===== src/hw/rtl/ptld_pkg.sv =====
// ----------------------------------------------------------------------------
// Point-to-line distance package
// Shared widths, payload types and the item type that the front part hands
// to the back part through the queue.
// ----------------------------------------------------------------------------
package ptld_pkg;

   // Coordinate format; the payload structs fix the coordinate width.
   localparam int COORD_WIDTH       = 32;
   localparam int FRAC_BITS_DEFAULT = 16;
   localparam int DIFF_WIDTH        = COORD_WIDTH + 1;
   localparam int DIST_WIDTH        = COORD_WIDTH + 1;

   // Depth of the queue between the front and back parts.
   localparam int QUEUE_DEPTH = 2;

   typedef logic signed [COORD_WIDTH-1:0] coord_type;
   typedef logic signed [DIFF_WIDTH-1:0]  diff_type;

   // One request beat: point, line reference point and line direction.
   typedef struct packed {
      coord_type point_x;
      coord_type point_y;
      coord_type point_z;
      coord_type line_x;
      coord_type line_y;
      coord_type line_z;
      coord_type dir_x;
      coord_type dir_y;
      coord_type dir_z;
   } req_payload_type;

   // One response beat.
   typedef struct packed {
      logic [DIST_WIDTH-1:0] distance;
      logic                  zero_direction;
   } rsp_payload_type;

   // Classified item: the difference P - A, the direction and the zero flag.
   typedef struct packed {
      diff_type  [2:0] diff;
      coord_type [2:0] dir;
      logic            zero_dir;
   } ptld_item_type;

endpackage


===== src/hw/rtl/ptld_queue.sv =====
// ----------------------------------------------------------------------------
// Point-to-line distance queue
// A short queue of classified items between the front and back parts.
// ----------------------------------------------------------------------------
module ptld_queue
   import ptld_pkg::*;
(
   input  logic          clock,
   input  logic          reset,
   input  logic          push_valid,
   input  ptld_item_type push_item,
   output logic          full,
   input  logic          pop,
   output logic          head_valid,
   output ptld_item_type head_item
);

   localparam int PTR_WIDTH   = (QUEUE_DEPTH > 1) ? $clog2(QUEUE_DEPTH) : 1;
   localparam int COUNT_WIDTH = $clog2(QUEUE_DEPTH + 1);

   ptld_item_type              slot_ff [QUEUE_DEPTH];
   logic [PTR_WIDTH-1:0]       wr_ptr_ff;
   logic [PTR_WIDTH-1:0]       wr_ptr_in;
   logic [PTR_WIDTH-1:0]       rd_ptr_ff;
   logic [PTR_WIDTH-1:0]       rd_ptr_in;
   logic [COUNT_WIDTH-1:0]     count_ff;
   logic [COUNT_WIDTH-1:0]     count_in;
   logic                       do_push;
   logic                       do_pop;

   assign full       = (count_ff == COUNT_WIDTH'(QUEUE_DEPTH));
   assign head_valid = (count_ff != '0);
   assign head_item  = slot_ff[rd_ptr_ff];
   assign do_push    = push_valid && !full;
   assign do_pop     = pop && head_valid;

   // Pointer and fill count updates.
   always_comb begin
      wr_ptr_in = wr_ptr_ff;
      rd_ptr_in = rd_ptr_ff;
      count_in  = count_ff;
      if (do_push) begin
         wr_ptr_in = (wr_ptr_ff == PTR_WIDTH'(QUEUE_DEPTH - 1)) ? '0 : wr_ptr_ff + 1'b1;
      end
      if (do_pop) begin
         rd_ptr_in = (rd_ptr_ff == PTR_WIDTH'(QUEUE_DEPTH - 1)) ? '0 : rd_ptr_ff + 1'b1;
      end
      if (do_push && !do_pop) begin
         count_in = count_ff + 1'b1;
      end else if (do_pop && !do_push) begin
         count_in = count_ff - 1'b1;
      end
   end

   // Control registers.
   always_ff @(posedge clock) begin
      if (reset) begin
         wr_ptr_ff <= '0;
         rd_ptr_ff <= '0;
         count_ff  <= '0;
      end else begin
         wr_ptr_ff <= wr_ptr_in;
         rd_ptr_ff <= rd_ptr_in;
         count_ff  <= count_in;
      end
   end

   // Storage slots.
   always_ff @(posedge clock) begin
      if (do_push) begin
         slot_ff[wr_ptr_ff] <= push_item;
      end
   end

endmodule


===== config.mk =====
export PLATFORM = sky130hd
export DESIGN_NAME = ptld_queue
export DESIGN_NICKNAME = d
export VERILOG_FILES = /design/src/hw/rtl/ptld_pkg.sv /design/src/hw/rtl/ptld_queue.sv
export SDC_FILE = /design/constraint.sdc
export NUM_CORES = 1
export LEC_CHECK = 0
export BUFFER_PORTS_ARGS = -buffer_cell sky130_fd_sc_hd__buf_2
export CAP_MARGIN = 10
export CORE_ASPECT_RATIO = 1.5
export CORE_MARGIN = 1.5
export CORE_UTILIZATION = 49
export CTS_BUF_LIST = sky130_fd_sc_hd__clkbuf_8
export CTS_CLUSTER_DIAMETER = 80
export CTS_CLUSTER_SIZE = 20
export DETAILED_ROUTE_END_ITERATION = 8
export PLACE_DENSITY = 0.9
export SKIP_LAST_GASP = 1
export SLEW_MARGIN = 40
export SYNTH_ARGS = -nofsm -noshare
export SYNTH_HDL_FRONTEND = slang
export SYNTH_SLANG_ARGS = --single-unit

===== constraint.sdc =====
create_clock -name clock -period 5.55 [get_ports clock]
set_clock_uncertainty 0.1 [all_clocks]
set_input_delay 0.2775 -clock clock [delete_from_list [all_inputs] [get_ports clock]]
set_output_delay 0.2775 -clock clock [all_outputs]
set_load 0.005 [all_outputs]

[Word-level counts from Yosys, hierarchy flattened]
Memory sizes are Yosys's and may differ from the RTL's. A register that Yosys moved wholly into a read port is not among the register bits.
Cells that the tools add are included.
Word-level totals
  output and inout port bits: 198
  memories kept: 1
  bits in writable memories: 392
  register bits: 4
Memory list
  slot_ff: depth 2, width 196, read ports 1, clocked after Yosys merged registers in 1, wr ports 1, RTL line ptld_queue.sv:21  | ptld_item_type slot_ff [QUEUE_DEPTH];
Cells by class
  reduce and logical (&&, ||, !) cells: 9
  add/sub/neg operators: 4
  equal/unequal tests: 1
  muxes and demuxes: 8
Operators with widths (number)
  $mux W1: 6
  $logic_and A1 B1 Y1: 4
  $mux W2: 2
  $reduce_bool A2 Y1: 2
  $logic_not A1 Y1: 3
  $add A1 B1 Y1 const B: 2
  $add A2 B1 Y2 const B: 1
  $eq A2 B2 Y1 const B: 1
  $sub A2 B1 Y2 const B: 1

[Logic depth before layout (Yosys ltp)]
Gate-level depths: netlist of run 1.
  depth after elaboration: 7
  gate-level depth with buffers: 6
  depth with buffers taken out: 6

[Least setup slack after synthesis of run 1]
OpenSTA, ideal clock, no wires.
  path type: register -> register
  start point: register count_ff[0]
  end point: memory slot_ff[1][0] (netlist name) (enable)
  arrival time: 5.087 ns
  cell stages (with the launch flop): 4
  slack: -0.218 ns
  clock period less this slack: 5.768 ns
  path through: dfxtp_1 -> nor2b_1 -> nor2_1 -> and2_1
Between the ends
  word-level cells in the longest chain between the ends: 5
RTL lines
  start, declared: RTL line ptld_queue.sv:26  | logic [COUNT_WIDTH-1:0] count_ff;
  start signal, assigned: RTL line ptld_queue.sv:64  | count_ff <= count_in;
  $eq A2 B2 Y1: RTL line ptld_queue.sv:31  | assign full = (count_ff == COUNT_WIDTH'(QUEUE_DEPTH));
  named net full: RTL line ptld_queue.sv:12  | output logic full,
  $logic_not A1 Y1: RTL line ptld_queue.sv:34  | assign do_push = push_valid && !full;
  $logic_and A1 B1 Y1: RTL line ptld_queue.sv:34
  $mux W1: RTL line ptld_queue.sv:70  | if (do_push) begin
  $mux W1 (not written as such): RTL line ptld_queue.sv:71  | slot_ff[wr_ptr_ff] <= push_item;
  end, declared: RTL line ptld_queue.sv:21
The timed path passes the listed nets, and every way through them passes these cells.

==> summary.txt, run 1 <==
Clock tree
  • Clock-pin slew on the worst setup and hold paths: about 0.12 ns
  • CTS sink cnt: approximately 400
  • Num CTS Buffers: 23
  • Setup bufs post-CTS: 0
  • H-tree depth: 1
  • CTS tree: done
  • CTS max path bufs: 3
  • Clock insertion delay at the later pin of the skew report: approximately 0.56 ns
  • CTS root buffer: clkbuf_8

Synth
  • Ranking of synthesized cells by area: edfxtp_1 (79%), mux2_4 (14%), mux2_2 (4.2%)
  • FFs w/ async S/R, synth: 0%
  • Mapped Cells: about 640
  • Top-count cell post-synth: edfxtp_1
  • Syn. warnings: 0
  • Syn_area_per_cell: roughly 24 um2
  • Syn_nets: ~840
  • Yosys top cell by area: edfxtp_1
  • Mapped Area: 14,900 um2
  • Synth cell types: 16
  • Synth Register Bits: around 400
  • Most used DFF post-synth: edfxtp_1
  • EDFF count, synth: 392
  • Post-synthesis sequential area ratio: roughly four fifths
  • Top-area cell type share of the netlist area: 78.8%
  • Commonest cells post-synth: edfxtp_1 (392), mux2_4 (140), mux2_2 (56)

Hold path
  • Worst Hold Depth: 4
  • Hold path start: pop
  • Min-delay worst type: in2reg
  • WHS Endpoint: rd_ptr_ff

Global routing
  • Met2 Use GR: between 40% and 50%
  • Routing usage on met1: approximately a fifth
  • GR peak layer: met2
  • Vias in the first global route: about 9,000
  • Largest net degree at the start of global routing: around 130
  • First-pass GRT wire length: a little over 50,000 um
  • GR Util met3: under 10%
  • All-Layer GR Usage: roughly a fifth
  • Initial antenna violation count: 5
  • Grt ovf: 0

Pwr
  • Cell area power density: roughly 370 nW/um2
  • Final Power: around 7.3 mW
  • VDD IR max: around 0.00028 V
  • Pleak: approximately 7.6 nW

STA
  • Final Hold Fails: 0
  • Tightest Pin Transition: between 0.7 and 0.8 ns
  • Final Critical Period: 3.10 ns
  • Fin Setup TNS: 0 ns
  • Slew Limit Fails: 0
  • RSZ-0062 raised after global routing: no
  • Tcrit/Tclk final: 55.8%
  • Final WS setup: ~2.5 ns
  • Max Fclk: ~320 MHz
  • Final setup fails: 0
  • Slew Limit Headroom: around half

Worst setup path
  • Reg2Reg Launch Point: count_ff[0]
  • Worst R2R Setup Slack: slightly below 3 ns
  • CP Max Fanout: just over 40
  • Worst Reg-to-Reg Cells: 4
  • Reg2reg end: slot_ff[0][126]
  • Critical path required time: 5.17 ns
  • Critical Path End Type: output port
  • Worst setup SP type: flip-flop
  • CP Class: reg2out
  • Worst Path Arrival: roughly 2.7 ns

Run
  • MaxCap Viol Count: 0

Finish
  • Core Util, Final: around 65%
  • Nets: 1,441
  • Fill count: 1,926
  • P&R area growth vs syn: 31.6%
  • Layout cells sized above 1: roughly half

Floorplan
  • Die height: between 200 and 250 um
  • Core ar.: 30,200 um2
  • Initial Utilization: between 40% and 50%
  • Site Rows: ~80
  • Die ar.: roughly 32,000 um2
  • Die Width: between 100 and 150 um
  • Io pins: 398

Placement
  • Port Buffers: around 400
  • Setup WS pre-CTS: between 2 and 3 ns
  • GP Congestion: roughly 0.83
  • Post-DP HPWL: just over 20,000 um

Drt
  • Number of routed nets with antenna violations: 0
  • DR iter-0 viols: ~460
  • First-pass detailed-route iteration total: 6
  • Via count: 8,256
  • Via density: 5.00
  • Drt drc: 0
  • Wirelength per Cell: 21.0 um
  • Routed wire length: approximately 35,000 um

Outcome
  • Outcome: complete, no violations
## sequential cells by signal (all words and copies together) (netlist names), named ones only
register	flops
rd_ptr_ff	1
count_ff	2
slot_ff	392
wr_ptr_ff	1
## worst max-delay path by stage
stage | from | endpoint | slack (ns) | cells past startpoint
after floorplan | count_ff[0] | slot_ff[0][0] | 0.30 | 3
after global placement | count_ff[0] | slot_ff[0][131] | 2.85 | 4
after detailed placement | count_ff[0] | slot_ff[0][118] | 2.95 | 4
after CTS | flip-flop | head_item[173] | 2.42 | 3
after global routing | flip-flop | head_item[173] | 2.32 | 3
final | flip-flop | head_item[173] | 2.45 | 3
## final cells by class
type                            instances  area (um2)  share of cell area (%)
Sequential cell                       397       11900                    60.4
Timing Repair Buffer                  602        4050                    20.6
Multi-Input combinational cell        214        2850                    14.5
Tap cell                              400         500                    2.55
Clock buffer                           23         317                    1.61
Clock inverter                          9        35.0                   0.178
Inverter                                2        20.0                   0.102
Antenna cell                            5        12.5                  0.0637
## placed cells by master (no fill, tap or decap)
cell | Yosys | routed
buf_4 | 0 | 5
dfxtp_4 | 0 | 1
dlygate4sd3_1 | 0 | 198
dfxtp_1 | 5 | 4
nor2_1 | 4 | 4
mux2_2 | 56 | 56
inv_12 | 0 | 1
a21oi_1 | 2 | 2
xor2_1 | 3 | 3
diode_2 | 0 | 5
clkinv_2 | 0 | 1
clkbuf_8 | 0 | 23
or2_2 | 1 | 1
buf_12 | 0 | 2
edfxtp_1 | 392 | 392
o21ai_0 | 3 | 3
mux2_4 | 140 | 140
inv_1 | 2 | 9
nor2b_1 | 1 | 1
or3_1 | 2 | 2
ha_1 | 1 | 1
buf_2 | 5 | 397
and2_4 | 0 | 1
## kinds of logic (layout without fill, tap and decap cells)
group	Yosys count	count (layout)	synth area share, %
DFF	397	397	79.5
adders and majority gates	1	1	0.0837
buffers and inverters	24	636	1.50
AOI/OAI and AO/OA	5	5	0.167
xor gates and xnor gates	3	3	0.176
muxes	196	196	18.3
other	0	5	0
and+or+nand+nor	9	9	0.310
## per-layer routing
metal  up-vias  part of all wire, %  routed length (um)
li1       3714                    -                   -
met1      4104                   34               11700
met2       355                   57               19600
met3        83                  5.0                1740
met4         0                  4.6                1590
met5         -                    0                   0
## metrics by stage
step / instances / hold slack (ns) / area (um2)
after CTS: 1647 / 0.0435 / 19600
final: 1652 / 0.0800 / 19700
after global routing: 1652 / 0.0988 / 19700
after detailed placement: 1417 / 0.369 / 17300
after global placement: 1417 / 0.365 / 17300
after floorplan: 635 / 0.247 / 14900
## critical path: stages (launching register included)
cell and delay, ns:
dfxtp_4 0.81, buf_4 0.74, mux2_2 0.41, buf_2 0.14
## what timing repair did
item	4_1_cts	5_1_grt
hold endpoints to repair	397	0
hold buffers	198	0
resized for setup	0	0
## where the power goes
group	internal, mW	leakage, nW	switching, mW
Combinational	1.17	3.70	0.998
Sequential	3.76	3.70	0.160
Clock	0.386	0.212	0.841
Total	5.32	7.62	2.00
(Power assumes the default switching activity.)
==> run 2, diff against run 1 <==
Settings changed: CORE_UTILIZATION 49 to 54, PLACE_DENSITY 0.9 to 0.94.
Clock period 5.55 ns to 3 ns, I/O delays scaled along.
==> summary.txt, run 2 (synthesized netlist as in run 1, its figures left out) <==
Worst setup path
  • Buf+Inv Stages, Crit Path: 2 (unchanged)
  • Critical path required time: 2.75 ns (-2.42 ns)
  • CP cell instances: buf_12 > mux2_2 > buf_2
  • CP max stage cell: dfxtp_4
  • Critical Path End Type: output port
  • Worst Reg-to-Reg Cells: 4 (unchanged)
  • CP Max Fanout: 49 (+20%)
  • Critical path's top delay family: flip-flops
  • CP max stage delay: 0.66 ns (-0.15 ns)
  • Worst setup SP type: flip-flop
  • CP Class: reg2out
  • Worst Path Arrival: 2.18 ns (-0.54 ns)
  • Critical path depth: 3 (unchanged)

Clock tree
  • CTS sink cnt: 397 (unchanged)
  • Clock-pin slew on the worst setup and hold paths: 0.12 ns (about the same)
  • Post_cts resized: 0 (unchanged)
  • Clock insertion delay at the later pin of the skew report: 0.56 ns (about the same)
  • CTS tree: done
  • H-tree depth: 1 (unchanged)
  • CTS max path bufs: 3 (unchanged)
  • Num CTS Buffers: 23 (unchanged)
  • CTS root buffer: clkbuf_8

Global routing
  • Grt ovf: 0 (unchanged)
  • All-Layer GR Usage: 24.1% (+2.9 points)
  • First-pass GRT wire length: 51,700 um (+2.5%)
  • Initial antenna violation count: 5 (unchanged)
  • Largest net degree at the start of global routing: 123 (-4.7%)
  • Vias in the first global route: 8,905 (-1.2%)

Floorplan
  • Die Width: 139 um (-4.6%)
  • Site Rows: 74 (-5.1%)
  • Io pins: 398 (unchanged)
  • Initial Utilization: 54.9% (+5.3 points)
  • Die height: 207 um (-4.7%)
  • Die ar.: 28,700 um2 (-9.1%)
  • Core ar.: 27,200 um2 (-9.7%)

STA
  • RSZ-0062 raised after global routing: no
  • Slew Limit Fails: 0 (unchanged)
  • Final setup fails: 0 (unchanged)
  • Tightest Pin Transition: 0.745 ns (-0.0294 ns)
  • Final Hold Fails: 0 (unchanged)
  • Final Critical Period: 2.43 ns
  • Final WS setup: 0.571 ns (-1.88 ns)
  • Min Hold Slack: 0.184 ns (+0.104 ns)
  • Max Fclk: between 400 and 500 MHz
  • Tcrit/Tclk final: between 80% and 90%
  • Slew Limit Headroom: 50.3% (+2.0 points)

Placement
  • Setup WS pre-CTS: 0.949 ns (-2.00 ns)
  • GP Congestion: 0.782 (-5.5%)
  • Post-DP HPWL: 21,300 um (+4.6%)
  • Port Buffers: 397 (unchanged)

Pwr
  • VDD IR max: 0.000656 V (+130%)
  • Cell area power density: 695 nW/um2 (+86%)
  • Pleak: 7.67 nW (+0.76%)

Finish
  • Core Util, Final: 72.4% (+7.2 points)
  • Layout cells sized above 1: 50.8% (+0.48 points)
  • Register with the most flip-flops: slot_ff
  • Commonest non-fill, non-tap cell in the layout: buf_2
  • Max reg flops: 392 (unchanged)
  • Top flop regs: slot_ff: 392 flops, count_ff: 2 flops
  • Most frequent cells in the layout: buf_2 (397), edfxtp_1 (392), dlygate4sd3_1 (199), mux2_4 (140), mux2_2 (56)
  • P&R area growth vs syn: 32.0%
  • Nets: 1,448 (+0.49%)

Drt
  • DR iter-0 viols: 598 (+31%)
  • Number of routed nets with antenna violations: 0 (unchanged)
  • Via count: 8,387 (+1.6%)
  • Drt drc: 0 (unchanged)
  • Via density: 5.25 (+5.0%)
  • Routed wire length: 36,100 um (+4.2%)
  • First-pass detailed-route iteration total: 5 (-1)
  • Wirelength per Cell: 22.6 um (+7.6%)

Hold path
  • Worst Hold Depth: 2 (-2)
  • Min-delay worst type: in2reg

Run
  • MaxCap Viol Count: 0 (unchanged)

Outcome
  • Outcome: complete, no violations
-- run 2: cell types whose count changed in the layout (fill, tap and decap cells not counted) --
cell / previous run / this run
inv_12: 1 / 0
nor2b_4: 0 / 1
or3_4: 0 / 1
dfxtp_1: 4 / 2
dlygate4sd3_1: 198 / 199
diode_2: 5 / 2
inv_1: 9 / 10
buf_12: 2 / 8
clkinvlp_4: 0 / 1
nor2b_1: 1 / 0
dfxtp_2: 0 / 2
or3_1: 2 / 1
-- run 2: final cells by class --
type | count | area [um2]
well taps | 342 | 428
flip-flops and latches | 397 | 11900
diodes | 2 | 5.00
multi-input cells | 214 | 2860
clock buffers | 23 | 317
clock inverters | 10 | 38.8
inverters | 2 | 11.3
fillers | 1552 | 7510
repair buffers | 609 | 4180
-- run 2: power by group --
part	switching, mW	internal, mW
clock network	1.55	0.715
registers	0.287	6.96
logic	1.92	2.25
total	3.76	9.93
-- run 2: metal layers --
| metal | GRT usage, % | vias to the layer above | wire [um] |
|---|---|---|---|
| li1 | - | 3730 | - |
| met1 | 26.3 | 4159 | 12400 |
| met2 | 45.6 | 390 | 20200 |
| met3 | 3.78 | 102 | 1930 |
| met4 | 12.0 | 6 | 1620 |
| met5 | 0 | - | 40 |
-- run 2: worst paths after layout --
| path | slack (ns) | end | from |
|---|---|---|---|
| setup / recovery | 0.57 | head_item[20] | flip-flop |
| hold reg to reg | 0.42 | wr_ptr_ff | wr_ptr_ff |
| hold / removal | 0.18 | slot_ff[0][12] | push_item[12] |
| setup reg to reg | 0.90 | slot_ff[0][119] | count_ff[1] |
-- run 2: what timing repair did --
action / in CTS / in global routing
hold buffers: 199 / 0
hold endpoints to repair: 397 / 0
buffers inserted: 0 / 0
-- run 2: stage by stage --
stage,power [mW],instances,instance area [um2],TNS [ns]
floorplan,9.80,635,15000,-201.26
global placement,11.1,1365,17400,0
detailed placement,11.2,1365,17400,0
CTS,13.6,1597,19700,0
global route,14.2,1598,19700,0
finish,13.7,1599,19700,0
-- run 2: worst register-to-register path: stages (launching register included) --
cell and delay, ns:
dfxtp_2 0.37, nor2b_4 0.14, or3_4 0.38, clkinvlp_4 0.13
buf_12 0.44
