## config.mk

```make
export PLATFORM = sky130hd
export DESIGN_NAME = ptld_front
export DESIGN_NICKNAME = d
export VERILOG_FILES = /design/src/hw/rtl/ptld_pkg.sv /design/src/hw/rtl/ptld_front.sv
export SDC_FILE = /design/constraint.sdc
export NUM_CORES = 1
export LEC_CHECK = 0
export ABC_AREA = 0
export BUFFER_PORTS_ARGS = -buffer_cell sky130_fd_sc_hd__buf_2
export CAP_MARGIN = 20
export CORE_AREA = 2 2 192 194
export CTS_CLUSTER_DIAMETER = 200
export CTS_CLUSTER_SIZE = 28
export DETAILED_ROUTE_END_ITERATION = 16
export DIE_AREA = 0 0 194 196
export GPL_TIMING_DRIVEN = 0
export PLACE_DENSITY = 0.69
export SLEW_MARGIN = 20
export SYNTH_ARGS = -nofsm -noshare
export SYNTH_HDL_FRONTEND = slang
export SYNTH_SLANG_ARGS = --single-unit
```

## constraint.sdc

```tcl
create_clock -name clock -period 6.8 [get_ports clock]
set_input_delay 0.68 -clock clock [delete_from_list [all_inputs] [get_ports clock]]
set_output_delay 0.68 -clock clock [all_outputs]
set_load 0.03 [all_outputs]
```

## src/hw/rtl/ptld_pkg.sv

```systemverilog
// ----------------------------------------------------------------------------
// Point-to-line distance package
// Shared widths, payload types and the item type that the front part hands
// to the back part through the queue.
// ----------------------------------------------------------------------------
package ptld_pkg;

   // Coordinate format; the payload structs fix the coordinate width.
   localparam int COORD_WIDTH       = 32;
   localparam int FRAC_BITS_DEFAULT = 16;
   localparam int DIFF_WIDTH        = COORD_WIDTH + 1;
   localparam int DIST_WIDTH        = COORD_WIDTH + 1;

   // Depth of the queue between the front and back parts.
   localparam int QUEUE_DEPTH = 2;

   typedef logic signed [COORD_WIDTH-1:0] coord_type;
   typedef logic signed [DIFF_WIDTH-1:0]  diff_type;

   // One request beat: point, line reference point and line direction.
   typedef struct packed {
      coord_type point_x;
      coord_type point_y;
      coord_type point_z;
      coord_type line_x;
      coord_type line_y;
      coord_type line_z;
      coord_type dir_x;
      coord_type dir_y;
      coord_type dir_z;
   } req_payload_type;

   // One response beat.
   typedef struct packed {
      logic [DIST_WIDTH-1:0] distance;
      logic                  zero_direction;
   } rsp_payload_type;

   // Classified item: the difference P - A, the direction and the zero flag.
   typedef struct packed {
      diff_type  [2:0] diff;
      coord_type [2:0] dir;
      logic            zero_dir;
   } ptld_item_type;

endpackage

```

## src/hw/rtl/ptld_front.sv

```systemverilog
// ----------------------------------------------------------------------------
// Point-to-line distance front part
// Accepts request beats, forms the difference P - A and flags an all-zero
// direction, then pushes the classified item into the queue.
// ----------------------------------------------------------------------------
module ptld_front
   import ptld_pkg::*;
(
   input  logic            clock,
   input  logic            reset,
   input  logic            start,
   output logic            busy,
   input  req_payload_type req_data,
   input  logic            queue_full,
   output logic            push_valid,
   output ptld_item_type   push_item
);

   logic          fr_valid_ff;
   logic          fr_valid_in;
   ptld_item_type fr_item_ff;
   ptld_item_type fr_item_in;
   logic          advance;

   // The front register holds only while the queue refuses its item.
   assign busy       = fr_valid_ff && queue_full;
   assign advance    = !busy;
   assign push_valid = fr_valid_ff && !queue_full;
   assign push_item  = fr_item_ff;

   // Classify the incoming beat.
   always_comb begin
      fr_valid_in = start;
      fr_item_in.diff[0] = DIFF_WIDTH'($signed(req_data.point_x))
                           - DIFF_WIDTH'($signed(req_data.line_x));
      fr_item_in.diff[1] = DIFF_WIDTH'($signed(req_data.point_y))
                           - DIFF_WIDTH'($signed(req_data.line_y));
      fr_item_in.diff[2] = DIFF_WIDTH'($signed(req_data.point_z))
                           - DIFF_WIDTH'($signed(req_data.line_z));
      fr_item_in.dir[0]  = req_data.dir_x;
      fr_item_in.dir[1]  = req_data.dir_y;
      fr_item_in.dir[2]  = req_data.dir_z;
      fr_item_in.zero_dir = (req_data.dir_x == '0) && (req_data.dir_y == '0)
                            && (req_data.dir_z == '0);
   end

   // Valid flag of the front register.
   always_ff @(posedge clock) begin
      if (reset) begin
         fr_valid_ff <= 1'b0;
      end else if (advance) begin
         fr_valid_ff <= fr_valid_in;
      end
   end

   // Payload of the front register.
   always_ff @(posedge clock) begin
      if (advance) begin
         fr_item_ff <= fr_item_in;
      end
   end

endmodule

```

Yosys cells after proc, flatten, opt, wreduce, memory -nomap -nowiden
Index checks and enable logic that the tools add are counted.
- register bits after elaboration: 197
- output and inout port bits: 198
- add/subtract/negate cells: 3
- reductions and logical operators: 8
- operators by type and width (kind ; number):
    32-bit by 32-bit subtractor with 33-bit output ; 3
    32-bit logical NOT ; 3
    1-bit logical AND ; 4
    1-bit logical NOT ; 1

Longest topological paths before layout
Gate-level depths: netlist of the first run.
- depth in word-level cells: 3
- gate-level depth with buffers: 11

Worst setup path before layout of the first run
No wires, ideal clock.
- path type: input -> output
- from: input queue_full
- to: output busy
- arrival time: 5.988 ns
- required time: 6.120 ns
- path slack: 0.132 ns
- cell stages on the path: 2
- buffers on the path: 0
- cell sequence: nand2_1 -> inv_1
- cells in the longest elaborated chain, start to end: 1
- RTL lines (item ; line ; text):
    start, declared ; ptld_front.sv:14 ; input logic queue_full,
    1-bit logical AND ; ptld_front.sv:26 ; assign busy = fr_valid_ff && queue_full;
    end, declared ; ptld_front.sv:12 ; output logic busy,
No other way between the ends.

==> results list, run 1 <==
- In this run, post-CTS hold repair placed 0 buffers.
- Sequential elements use roughly half of the synthesized area.
- The worst hold path begins at reset.
- Syn Nets: about 1400
- Summed over all cells, the static leakage comes to 7.20 nW.
* Count of flip-flops with a built-in enable after synthesis: 196
- Result of the run: finished, final reports clean
* Vias in the first global route: 9753
* Number of sinks handled by clock tree synthesis: ~200
- Total negative slack: 0 ns
- Most frequent cell after synthesis: sky130_fd_sc_hd__edfxtp_1
- Clock-pin slew of the registers on the worst-case setup and hold paths: 0.09 ns
- The cell sitting at the root of the clock tree is a sky130_fd_sc_hd__clkbuf_16.
- Vertical die dimension: between 150 and 200 um
- For this block, the initial DRC count from the detailed router was around 550.
- The wire-length estimate of the detail-placed layout is about 32000 um.
* Cell types with the largest area share after synthesis: sky130_fd_sc_hd__edfxtp_1, sky130_fd_sc_hd__ha_1, sky130_fd_sc_hd__inv_1
* Core occupancy in the finished layout: 42.4%
* All-layer global routing usage: slightly below 20%
* Wire length of the first global-routing pass: approximately 57000 um
- Highest cell delay on the worst timing path: 0.53 ns
- For this run, the leading register cell type out of synthesis is sky130_fd_sc_hd__edfxtp_1.
- In this run the power density over the cells is about 260 mW/mm2.
- The floorplan step defined a core boundary enclosing between 0.03 and 0.04 mm2.
* Warnings, synthesis: 0
- The die covers approximately 0.038 mm2.
- Entering global routing, the biggest net connects just over 60 pins.
* Synthesized instance count: 1043
- Across the run, the number of max-cap violations was 0.
- Along the worst hold path, the cell count comes to 2.
* Biggest area consumer among synthesized cells: sky130_fd_sc_hd__edfxtp_1
- Setup repair after global routing missed its margin: no
* Maximum frequency from static timing analysis: 0.294 GHz
- Using the TritonRoute via totals, the vias-per-cell ratio works out to ~5.0.
* Share of the synthesized area in the top cell type: between 50% and 60%
- Register-to-Register Setup Slack: around 5.4 ns
* Reg-to-reg critical path startpoint: fr_valid_ff
- Headroom to the max-slew limit came out at roughly 48%.
- Startpoint type of the worst setup path: input pin
- Total I/O pin count: ~500
- The worst hold path terminates at fr_valid_ff.
- In this run the worst hold path is classified as input pin to register.
- Tcrit/Tclk final: 50.0%
* Width of the die: 194 um
- Clock latency on the worst-skew pair, taken at its later pin, is 0.45 ns.
- Traced cell by cell, the critical path runs through buf_2 > ha_1 > fa_1 > nand2b_1 > a21oi_1 > o21ai_1 > a311oi_1 > a211oi_2 > o21ai_0 > a21boi_0 > xnor2_1.
- TritonCTS built the clock tree.
- For the worst setup path, the data required time is between 6 and 7 ns.
- Largest fanout of any net on the critical path: 3
- The number of antenna violations at the first check in global routing came to 7.
- Number of levels the H-tree was split into: 4
* R2R cell count: 3
- Netlist area before placement: around 0.011 mm2
* Total count of hold-check failures in the final report: 0
- The pre-antenna-repair detailed-routing pass consisted of 5 iterations.
- Number of setup buffers added after CTS: 0
- After detailed routing, the average wire length per cell comes to between 15 and 20 um.
- After floorplanning, the core was divided into 70 placement rows.
- Worst reg2reg endpoint: push_item[118]
- At the worst endpoint, the arrival time is approximately 3.6 ns.
- Detailed-route DRC error count: 0
- The max-slew violation total from the final report is 0.
- Final wirelength: between 30000 and 40000 um
- TritonCTS created 17 clock buffers.
- Counting along the longest clock path gives a buffer depth of 2.
* Quantity of I/O buffers inserted on ports: around 500
- For this design, the slowest cell found on the critical path is sky130_fd_sc_hd__a311oi_1.
- Final Setup Violations: 0
- After synthesis, the netlist uses just over 70 different library cells.
- The worst setup path is captured at a register.
- By count the netlist is led by sky130_fd_sc_hd__edfxtp_1, sky130_fd_sc_hd__inv_1, sky130_fd_sc_hd__ha_1, sky130_fd_sc_hd__a21oi_1, sky130_fd_sc_hd__nand2_1.
* Ratio of cells with drive above 1 in the final layout: roughly a third
* Total number of nets in the final design: 1946
- Signed area change from the synthesized netlist to the final layout: 33.1%
- Count of vias placed by the detailed router: just over 10000
* RePlAce Congestion: around 0.93
- Worst Setup Path Type: input pin to register
* Worst path buffer plus inverter count: 1
- Across the VDD grid, the largest voltage drop is 0.175 mV.
* Slew at the pin closest to its max-slew limit: roughly 0.77 ns
* Clock period minus worst slack: roughly 3.4 ns
- In this run the mean area of a mapped cell was 11.0 um2.
- Between clock sinks in the finished design, the worst skew comes to about 0.010 ns.
* Number of gates resized after cts: 0
- Synthesis inferred 197 register bits.
* Antenna Nets Post-Route: 0
- Family with the most delay on the worst path: compound AO/OA/AOI/OAI gates
- Tracing the worst setup path back leads to its startpoint at req_data[160].
* Initial standard-cell utilization of the core: a little under a third
- Global routing finished with a remaining overflow of 0.
* Async set or reset register ratio after synthesis: 0%
-- layer usage --
metal  track usage (%)  part of all wire (%)  routed length (um)  up-vias
li1                  -                     -                   -     4884
met1              23.9                    41               15800     4761
met2              33.6                    50               19100      459
met3              4.21                   6.4                2470       44
met4              6.96                   2.3                 888        4
met5                 0                 0.070                  27        -
-- logic make-up (layout without fill, tap and decap cells) --
logic type               Yosys count  in the layout  share of synthesized area, %
AO/OA/AOI/OAI                    280            280                          16.1
AND/OR/NAND/NOR                  240            240                          10.5
flip-flops                       197            197                          51.4
buffers and inverters            145            670                          4.75
adder cells (fa/ha/maj)           99             99                          11.0
XOR/XNOR                          80             80                          6.10
multiplexers                       2              2                         0.174
other                              0              5                             0
-- layout by cell type (no fill, tap or decap), drive strengths merged, types with 23 or more instances in the layout --
cell | Yosys | layout
buf | 1 | 494
a21o | 44 | 44
xnor2 | 48 | 48
nor4 | 26 | 26
nor2 | 50 | 50
a21oi | 87 | 87
xor2 | 32 | 32
edfxtp | 196 | 196
inv | 125 | 134
nand4 | 23 | 23
nand2 | 65 | 65
ha | 96 | 96
clkbuf | 19 | 36
o21ai | 51 | 51
-- stage by stage --
step	setup slack, ns	area (um2)	hold WS [ns]	total power [W]	std cells
final	3.40	15300	0.366	0.00391	2041
after global routing	3.38	15300	0.363	0.00408	2040
after detailed placement	3.01	14600	0.840	0.00282	2004
after CTS	3.49	15300	0.335	0.00394	2036
after global placement	-1.68	14500	0.839	0.00281	2000
after floorplan	0.132	11500	0.752	0.00241	1043
-- registers in the layout, summed over array words and instances, names as in the netlist --
signal	count
push_item	196
fr_valid_ff	1
-- report_power, final --
part	internal, W	leakage [nW]	switching (W)	total [W]
clock network	0.000547	0.307	0.000569	0.00112
registers	0.00154	2.04	0.0000466	0.00159
logic	0.000396	4.86	0.000809	0.00120
total	0.00248	7.20	0.00142	0.00391
-- area by class of cell --
cell class                 count  area [um2]
timing repair buffer         493        2560
clock buffer                  17         425
multi-input combinational    701        5040
tap                          468         586
sequential                   197        5910
antenna                        5        12.5
inverter                     125         469
clock inverter                15         214
fill                        3509       20800
buffer                        20        76.3
-- worst max-delay path by stage --
stage          slack [ns]              to  depth (start not counted)
2_1_floorplan        0.13            busy                          2
3_3_place_gp        -1.68            busy                          4
3_5_place_dp         3.01  push_item[125]                         11
4_1_cts              3.49  push_item[125]                         11
5_1_grt              3.38  push_item[125]                         12
6_report             3.40  push_item[125]                         11
No activity file was read; power rests on OpenSTA's default activity.
==> run 2, diff against run 1 <==
--- a/config.mk
+++ b/config.mk
@@ -8,13 +8,13 @@
 export ABC_AREA = 0
 export BUFFER_PORTS_ARGS = -buffer_cell sky130_fd_sc_hd__buf_2
 export CAP_MARGIN = 20
-export CORE_AREA = 2 2 192 194
+export CORE_AREA = 2 2 191 193
 export CTS_CLUSTER_DIAMETER = 200
 export CTS_CLUSTER_SIZE = 28
 export DETAILED_ROUTE_END_ITERATION = 16
-export DIE_AREA = 0 0 194 196
+export DIE_AREA = 0 0 193 195
 export GPL_TIMING_DRIVEN = 0
-export PLACE_DENSITY = 0.69
+export PLACE_DENSITY = 0.72
 export SLEW_MARGIN = 20
 export SYNTH_ARGS = -nofsm -noshare
 export SYNTH_HDL_FRONTEND = slang
==> constraint.sdc (replaced) <==
create_clock -name clock -period 2.8 [get_ports clock]
set_input_delay 0.28 -clock clock [delete_from_list [all_inputs] [get_ports clock]]
set_output_delay 0.28 -clock clock [all_outputs]
set_load 0.03 [all_outputs]
==> run 2 against run 1 <==
- worst hold slack got worse by 0.34 ns
- combinational power rose by 150%
- die area fell by 1.0%
- highest routed layer unchanged
==> results list, run 2 (synthesis gave the netlist of run 1 again) <==
- Result of the run: finished, final reports clean
- In this run the worst path has a maximum fanout of 4.
- The number of setup buffers added after CTS is 0.
- In the layout the commonest cells are sky130_fd_sc_hd__buf_2, sky130_fd_sc_hd__edfxtp_1, sky130_fd_sc_hd__inv_1.
- Max-slew violation count: 0
* Worst slew margin relative to its limit: 41.9%
- Max Cap Violations: 0
- The congestion estimate from routability-driven global placement came to roughly 0.96.
- CTS placed an instance of sky130_fd_sc_hd__clkbuf_16 at the clock tree root.
* Reg-to-reg critical path startpoint: fr_valid_ff
- Final wirelength: 38100 um
- Clock-pin slew of the registers on the worst-case setup and hold paths: roughly 0.08 ns
* Wire length of the first global-routing pass: 55800 um
- Clock tree from TritonCTS: yes
- In this run the register-to-register setup slack is between 1 and 1.5 ns.
- Largest net degree at the start of global routing: 92
- Worst Hold Slack: 0.0262 ns
- Total number of nets in the final design: about 2000
- Overall Power: about 0.0094 W
- Highest signal layer in the routed design: met5
- The die is approximately 190 um wide.
- Core region area: between 0.03 and 0.04 mm2
- Total I/O pin count: 490
- Detailed placement ended at an HPWL of roughly 32000 um.
- Number of levels the H-tree was split into: 4
- For this run, the top clock speed supported by timing is between 0.3 and 0.4 GHz.
- After detailed routing, the number of remaining DRC violations is 0.
- Crit path required time: 3.00 ns
- After detailed routing, the wire length on met1 is 15100 um.
- Of the cells placed in the final design, the portion with a size suffix greater than 1 is about 34%.
* Slew at the pin closest to its max-slew limit: approximately 0.86 ns
* CP Data Arrival Time: between 2 and 3 ns
- The worst setup path is of the input pin to register kind.
- The final hold violation count is 0.
- The die is roughly 200 um tall.
- Peak supply drop: ~0.41 mV
- Worst reg2reg endpoint: fr_valid_ff
- Setup repair after global routing missed its margin: no
- Clock Skew: ~0.010 ns
- Quantity of I/O buffers inserted on ports: ~490
- Endpoint kind of the worst setup timing path: register
- The clock period could shrink to about 2.7 ns.
- Path type of the worst min-delay path: input pin to register
- The first TritonRoute pass finished after 7 iterations.
* Static leakage: between 7 and 8 nW
* Critical-path cell with the highest stage delay: sky130_fd_sc_hd__or4b_1
- The floorplan step defined a die boundary enclosing roughly 0.038 mm2.
- Counting cells, the worst reg-to-reg path comes to 5.
- Start point of the worst hold path: req_data[38]
- The worst path uses 95.0% of the clock period.
- Detail-routed via count per cell: between 4 and 5
- The area growth from synthesis to layout is 34.7%.
* Cell breakdown of the critical path: buf_2 > ha_1 > fa_1 > nor2b_1 > o21ai_1 > a21oi_1 > o31ai_1 > a31o_2 > o21bai_1 > or4b_1 > o311ai_0
* Count of vias placed by the detailed router: 10175
- Once the floorplan was initialized, standard cells occupied between 30% and 40% of the core.
* Routed length on met2: 18800 um
* Vias in the first global route: just under 10000
- Skew-Pair Late Insertion Delay: ~0.45 ns
- End point of the most critical hold path: push_item[39]
- Wire length per cell after detailed routing: around 19 um
* Final Setup Violations: 0
- The clock passes through at most 2 buffers.
- The register with the most flip-flops in the layout has between 150 and 200 of them.
* Instance count along the most critical hold path: 1
* First DRT Iteration DRCs: approximately 540
- Pwr dens: ~610 mW/mm2
- For this design, the sink count on the clock tree is between 150 and 200.
- Antenna violations before repair: 3
- Antenna Nets Post-Route: 0
* Number of buffers created by CTS: 17
* Residual overflow from global routing: 0
- Leaving out fill and tap cells, the most frequent cell in the layout is sky130_fd_sc_hd__buf_2.
* Layout fillers: 3438
- All-layer global routing usage: 19.6%
- Row count: 69
- In the detailed route, the total length drawn on met3 is approximately 2700 um.
- Highest cell delay on the worst timing path: around 0.46 ns
- Startpoint type of the worst setup path: input pin
==> run 2: changes by cell type in the layout (fill, tap and decap cells not counted), sizes merged <==
cell / before / now
dlygate4sd3: 0 / 25
buf: 494 / 492
inv: 134 / 132
clkinv: 4 / 5
clkinvlp: 1 / 2
diode: 5 / 4
==> run 2: area by class of cell <==
| class | count | area, um2 | area share, % |
|---|---|---|---|
| Sequential cell | 197 | 5910 | 38.2 |
| Multi-Input combinational cell | 701 | 5070 | 32.8 |
| Timing Repair Buffer | 516 | 2750 | 17.8 |
| Tap cell | 461 | 577 | 3.73 |
| Inverter | 125 | 469 | 3.03 |
| Clock buffer | 17 | 425 | 2.75 |
| Clock inverter | 15 | 185 | 1.20 |
| Buffer | 20 | 76.3 | 0.493 |
| Antenna cell | 4 | 10.0 | 0.0647 |
==> run 2: worst max path at each step <==
stage,endpoint,slack [ns],start,depth (start not counted)
floorplan,push_item[127],0.18,req_data[256],11
global placement,push_item[125],-0.58,req_data[256],12
detailed placement,push_item[125],-0.61,req_data[256],12
CTS,push_item[161],0.10,req_data[129],11
global route,push_item[127],0.04,req_data[256],12
finish,push_item[189],0.14,req_data[96],11
==> run 2: critical path, delay by kind of cell <==
family                   cells  cell delay [ns]
AND/OR/NAND/NOR              2             0.59
adder cells (fa/ha/maj)      2             0.63
buffers and inverters        1             0.10
AO/OA/AOI/OAI                6             1.25
==> run 2: report_power, final <==
| part | switching, W | internal [W] |
|---|---|---|
| clock network | 0.00128 | 0.00129 |
| registers | 0.000115 | 0.00374 |
| logic | 0.00196 | 0.000979 |
| total | 0.00336 | 0.00601 |
==> run 2: repair_timing <==
action,in CTS,in global routing
pin swaps,0,1
setup endpoints to repair,2,6
cloned,0,0
resized for setup,2,3
hold buffers,22,3
hold endpoints to repair,22,3
==> run 2: per-layer routing <==
metal | track usage (%) | vias to the layer above
li1 | - | 4916
met1 | 23.3 | 4758
met2 | 33.7 | 423
met3 | 3.99 | 76
met4 | 8.95 | 2
met5 | 0 | -
==> run 2: through the flow <==
step | cell area [um2] | utilization, % | TNS (ns) | setup WS (ns) | cells
floorplan | 11500 | - | 0 | 0.178 | 1043
global placement | 14500 | 41.0 | -6.32 | -0.578 | 1993
detailed placement | 14600 | 41.2 | -6.06 | -0.608 | 1995
CTS | 15400 | 43.6 | 0 | 0.100 | 2049
global route | 15500 | 43.7 | 0 | 0.0351 | 2054
finish | 15500 | 43.7 | 0 | 0.141 | 2056
==> run 3, diff against run 2 <==
--- a/config.mk
+++ b/config.mk
@@ -6,15 +6,15 @@
 export NUM_CORES = 1
 export LEC_CHECK = 0
 export ABC_AREA = 0
-export BUFFER_PORTS_ARGS = -buffer_cell sky130_fd_sc_hd__buf_2
 export CAP_MARGIN = 20
-export CORE_AREA = 2 2 191 193
+export CORE_AREA = 2 2 193 195
 export CTS_CLUSTER_DIAMETER = 200
 export CTS_CLUSTER_SIZE = 28
 export DETAILED_ROUTE_END_ITERATION = 16
-export DIE_AREA = 0 0 193 195
+export DIE_AREA = 0 0 195 197
+export DONT_BUFFER_PORTS = 1
 export GPL_TIMING_DRIVEN = 0
-export PLACE_DENSITY = 0.72
+export PLACE_DENSITY = 0.59
 export SLEW_MARGIN = 20
 export SYNTH_ARGS = -nofsm -noshare
 export SYNTH_HDL_FRONTEND = slang
==> run 3 against run 2 <==
- critical path depth is 1 lower
- register-to-register slack worse by 0.82 ns
- clock power increased by 5%
- critical endpoint is now push_item[161]
- clock-buffer cell count unchanged
==> results list, run 3 (synthesis gave the netlist of run 1 again) <==
* Register-to-Register Setup Slack: approximately 0.50 ns
- Slew at the pin closest to its max-slew limit: 0.817 ns
* Flip-flop count of the largest register after layout: about 200
- Number of buffers created by CTS: 17
* Placement Setup Slack: -0.472 ns
* Cell breakdown of the critical path: inv_1 > ha_1 > nor2b_1 > o21a_1 > a311o_1 > a22o_1 > a21oi_1 > o211ai_2 > mux2i_1 > a2111oi_0
- Buffers from clock root to sink, at most: 2
* CP Data Arrival Time: 2.74 ns
- Relative to the synthesized area, the layout overhead comes to 19.9%.
- The final layout contains 1553 nets.
- Dpl cells: roughly 1500
- Quantity of I/O buffers inserted on ports: 0
- Global-route layer with the greatest usage: met2
- Total I/O pin count: 490
* Instance count along the most critical hold path: 2
* Result of the run: finished, final reports clean
- Worst path buffer plus inverter count: 1
- The endpoint identified for the worst register-to-register timing path is fr_valid_ff.
- Once the clock tree was built, the setup fixing pass inserted 0 buffers.
* Drt pass-1 iters: 5
- Register cell area after layout: around 0.0059 mm2
- For met2 alone, demand over resource in global routing was between 30% and 40%.
- For this design the ratio of total power to cell area is between 600 and 700 mW/mm2.
- On the critical path, the stage with the largest delay is an instance of sky130_fd_sc_hd__a2111oi_0.
* Area used by multi-input combinational logic: approximately 0.005 mm2
- Setup total negative slack on the finished layout was measured at 0 ns.
* Max-slew violation count: 0
- Detailed placement finished with a half-perimeter wire length of 28600 um.
- Peak supply drop: just over 0.4 mV
* Antenna violations before repair: 0
* Worst slew margin relative to its limit: between 40% and 50%
- Clock latency on the worst-skew pair, taken at its later pin, is between 0.4 and 0.5 ns.
* R2R cell count: 6
* Highest cell delay on the worst timing path: 0.46 ns
- In the global route stage, met3 resource usage came out at 4.93%.
- Most frequent standard cell in the layout excluding fill and tap cells: sky130_fd_sc_hd__edfxtp_1
- The tool flagged a number of max-cap violations equal to 0.
- In the post-route analysis, the smallest setup slack over all paths is about 0.26 ns.
- Detailed-route DRC error count: 0
- Hold is met by ~0.11 ns.
- Setup repair after global routing left no endpoint under its margin.
- Of all nets on the critical path, the largest fanout is 4.
- Cell chosen for the clock root: sky130_fd_sc_hd__clkbuf_16
- End point of the most critical hold path: push_item[130]
- Wire length of the first global-routing pass: ~54000 um
* Reg-to-reg critical path startpoint: fr_valid_ff
- Startpoint type of the worst setup path: input pin
- Core region area: about 0.036 mm2
- The detailed router finished its first iteration with 450 violations.
- Static leakage: between 5 and 6 nW
- Residual overflow from global routing: 0
* Path type of the worst min-delay path: input pin to register
* All-layer global routing usage: a little under a fifth
- Measured along the y axis, the die boundary spans ~200 um.
- The worst path uses between 90% and 100% of the clock period.
- Global routing consumed, on the met1 layer, 22.1% of the routing resources.
* Maximum frequency from static timing analysis: roughly 0.39 GHz
- For the worst setup path, the data required time is around 3.0 ns.
- The initial utilization of the core area, before any placement, comes to a little under a third.
- Final Setup Violations: 0
- Core occupancy in the finished layout: a little under two fifths
* Family with the most delay on the worst path: compound AO/OA/AOI/OAI gates
- In the layout the commonest cells are sky130_fd_sc_hd__edfxtp_1, sky130_fd_sc_hd__inv_1, sky130_fd_sc_hd__dlygate4sd3_1.
* Layout fillers: 3533
- Antenna Nets Post-Route: 0
* Ratio of cells with drive above 1 in the final layout: between 4 and 5%
* Total count of hold-check failures in the final report: 0
* Width of the die: 195 um
* Count of vias placed by the detailed router: around 8700
* Clock Skew: 0.0140 ns
- Using the TritonRoute via totals, the vias-per-cell ratio works out to approximately 5.3.
- The worst setup path is captured at a register.
* Largest net degree at the start of global routing: slightly above 70
- The congestion estimate from routability-driven global placement came to roughly 0.89.
- The initialized floorplan defines 70 standard-cell rows.
- Clock period minus worst slack: 2.54 ns
* Number of sinks handled by clock tree synthesis: between 150 and 200
* Start point of the worst hold path: req_data[128]
- Total Die Area: roughly 0.038 mm2
* Worst Setup Path Type: input pin to register
* Clock-pin slew of the registers on the worst-case setup and hold paths: 0.10 ns
- CTS built an H-tree with a depth of 4.
- Dividing the detail-routed wire length by the instance count gives 22.2 um.
- Final wirelength: around 36000 um
* Clock tree from TritonCTS: yes
- Vias in the first global route: between 8000 and 9000
- Cell Count, Final, Fillers Out: roughly 1600
-- run 3: worst register-to-register path: stages, from the launching register on --
cell                            delay [ns]
sky130_fd_sc_hd__dfxtp_1              0.37
sky130_fd_sc_hd__nand2_8              0.37
sky130_fd_sc_hd__buf_16               0.37
sky130_fd_sc_hd__inv_1                0.31
sky130_fd_sc_hd__nor2_1               0.14
sky130_fd_sc_hd__nor2_1               0.06
sky130_fd_sc_hd__dlygate4sd3_1        0.56
-- run 3: final cells by class --
type | instances | area share (%)
Sequential cell | 197 | 42.9
Multi-Input combinational cell | 701 | 36.7
Timing Repair Buffer | 100 | 7.52
Tap cell | 468 | 4.25
Inverter | 125 | 3.41
Clock buffer | 17 | 3.09
Clock inverter | 15 | 1.56
Buffer | 20 | 0.554
Antenna cell | 2 | 0.0363
-- run 3: metal layers --
layer / part of all wire [%] / wire [um] / vias up
met4: 3.2 / 1160 / 0
met2: 49 / 17800 / 398
li1: - / - / 4083
met1: 41 / 14800 / 4178
met5: 0 / 0 / -
met3: 7.5 / 2720 / 67
-- run 3: how the worst max path moves through the flow --
stage,start,endpoint,slack [ns],cells past startpoint
floorplan,req_data[256],push_item[127],0.18,11
CTS,req_data[256],push_item[125],0.02,11
finish,req_data[129],push_item[161],0.26,10
global route,req_data[145],push_item[160],0.12,10
detailed placement,req_data[256],push_item[125],-0.47,11
global placement,fr_valid_ff,fr_valid_ff,-0.53,4
-- run 3: per-stage QoR --
stage,cell area [um2],power (W)
3_5_place_dp,12100,0.00627
2_1_floorplan,11500,0.00583
4_1_cts,13800,0.00912
5_1_grt,13800,0.00941
3_3_place_gp,12100,0.00626
6_report,13800,0.00903
-- run 3: report_power, final --
part / internal, W / switching (W)
sequential: 0.00379 / 0.00105
combinational: 0.000646 / 0.000855
clock: 0.00132 / 0.00137
total: 0.00576 / 0.00327
-- run 3: what timing repair did --
action,CTS,global route
endpoints found under the setup margin,0,3
hold buffers,98,0
resized for setup,0,2
endpoints found under the hold margin,97,0
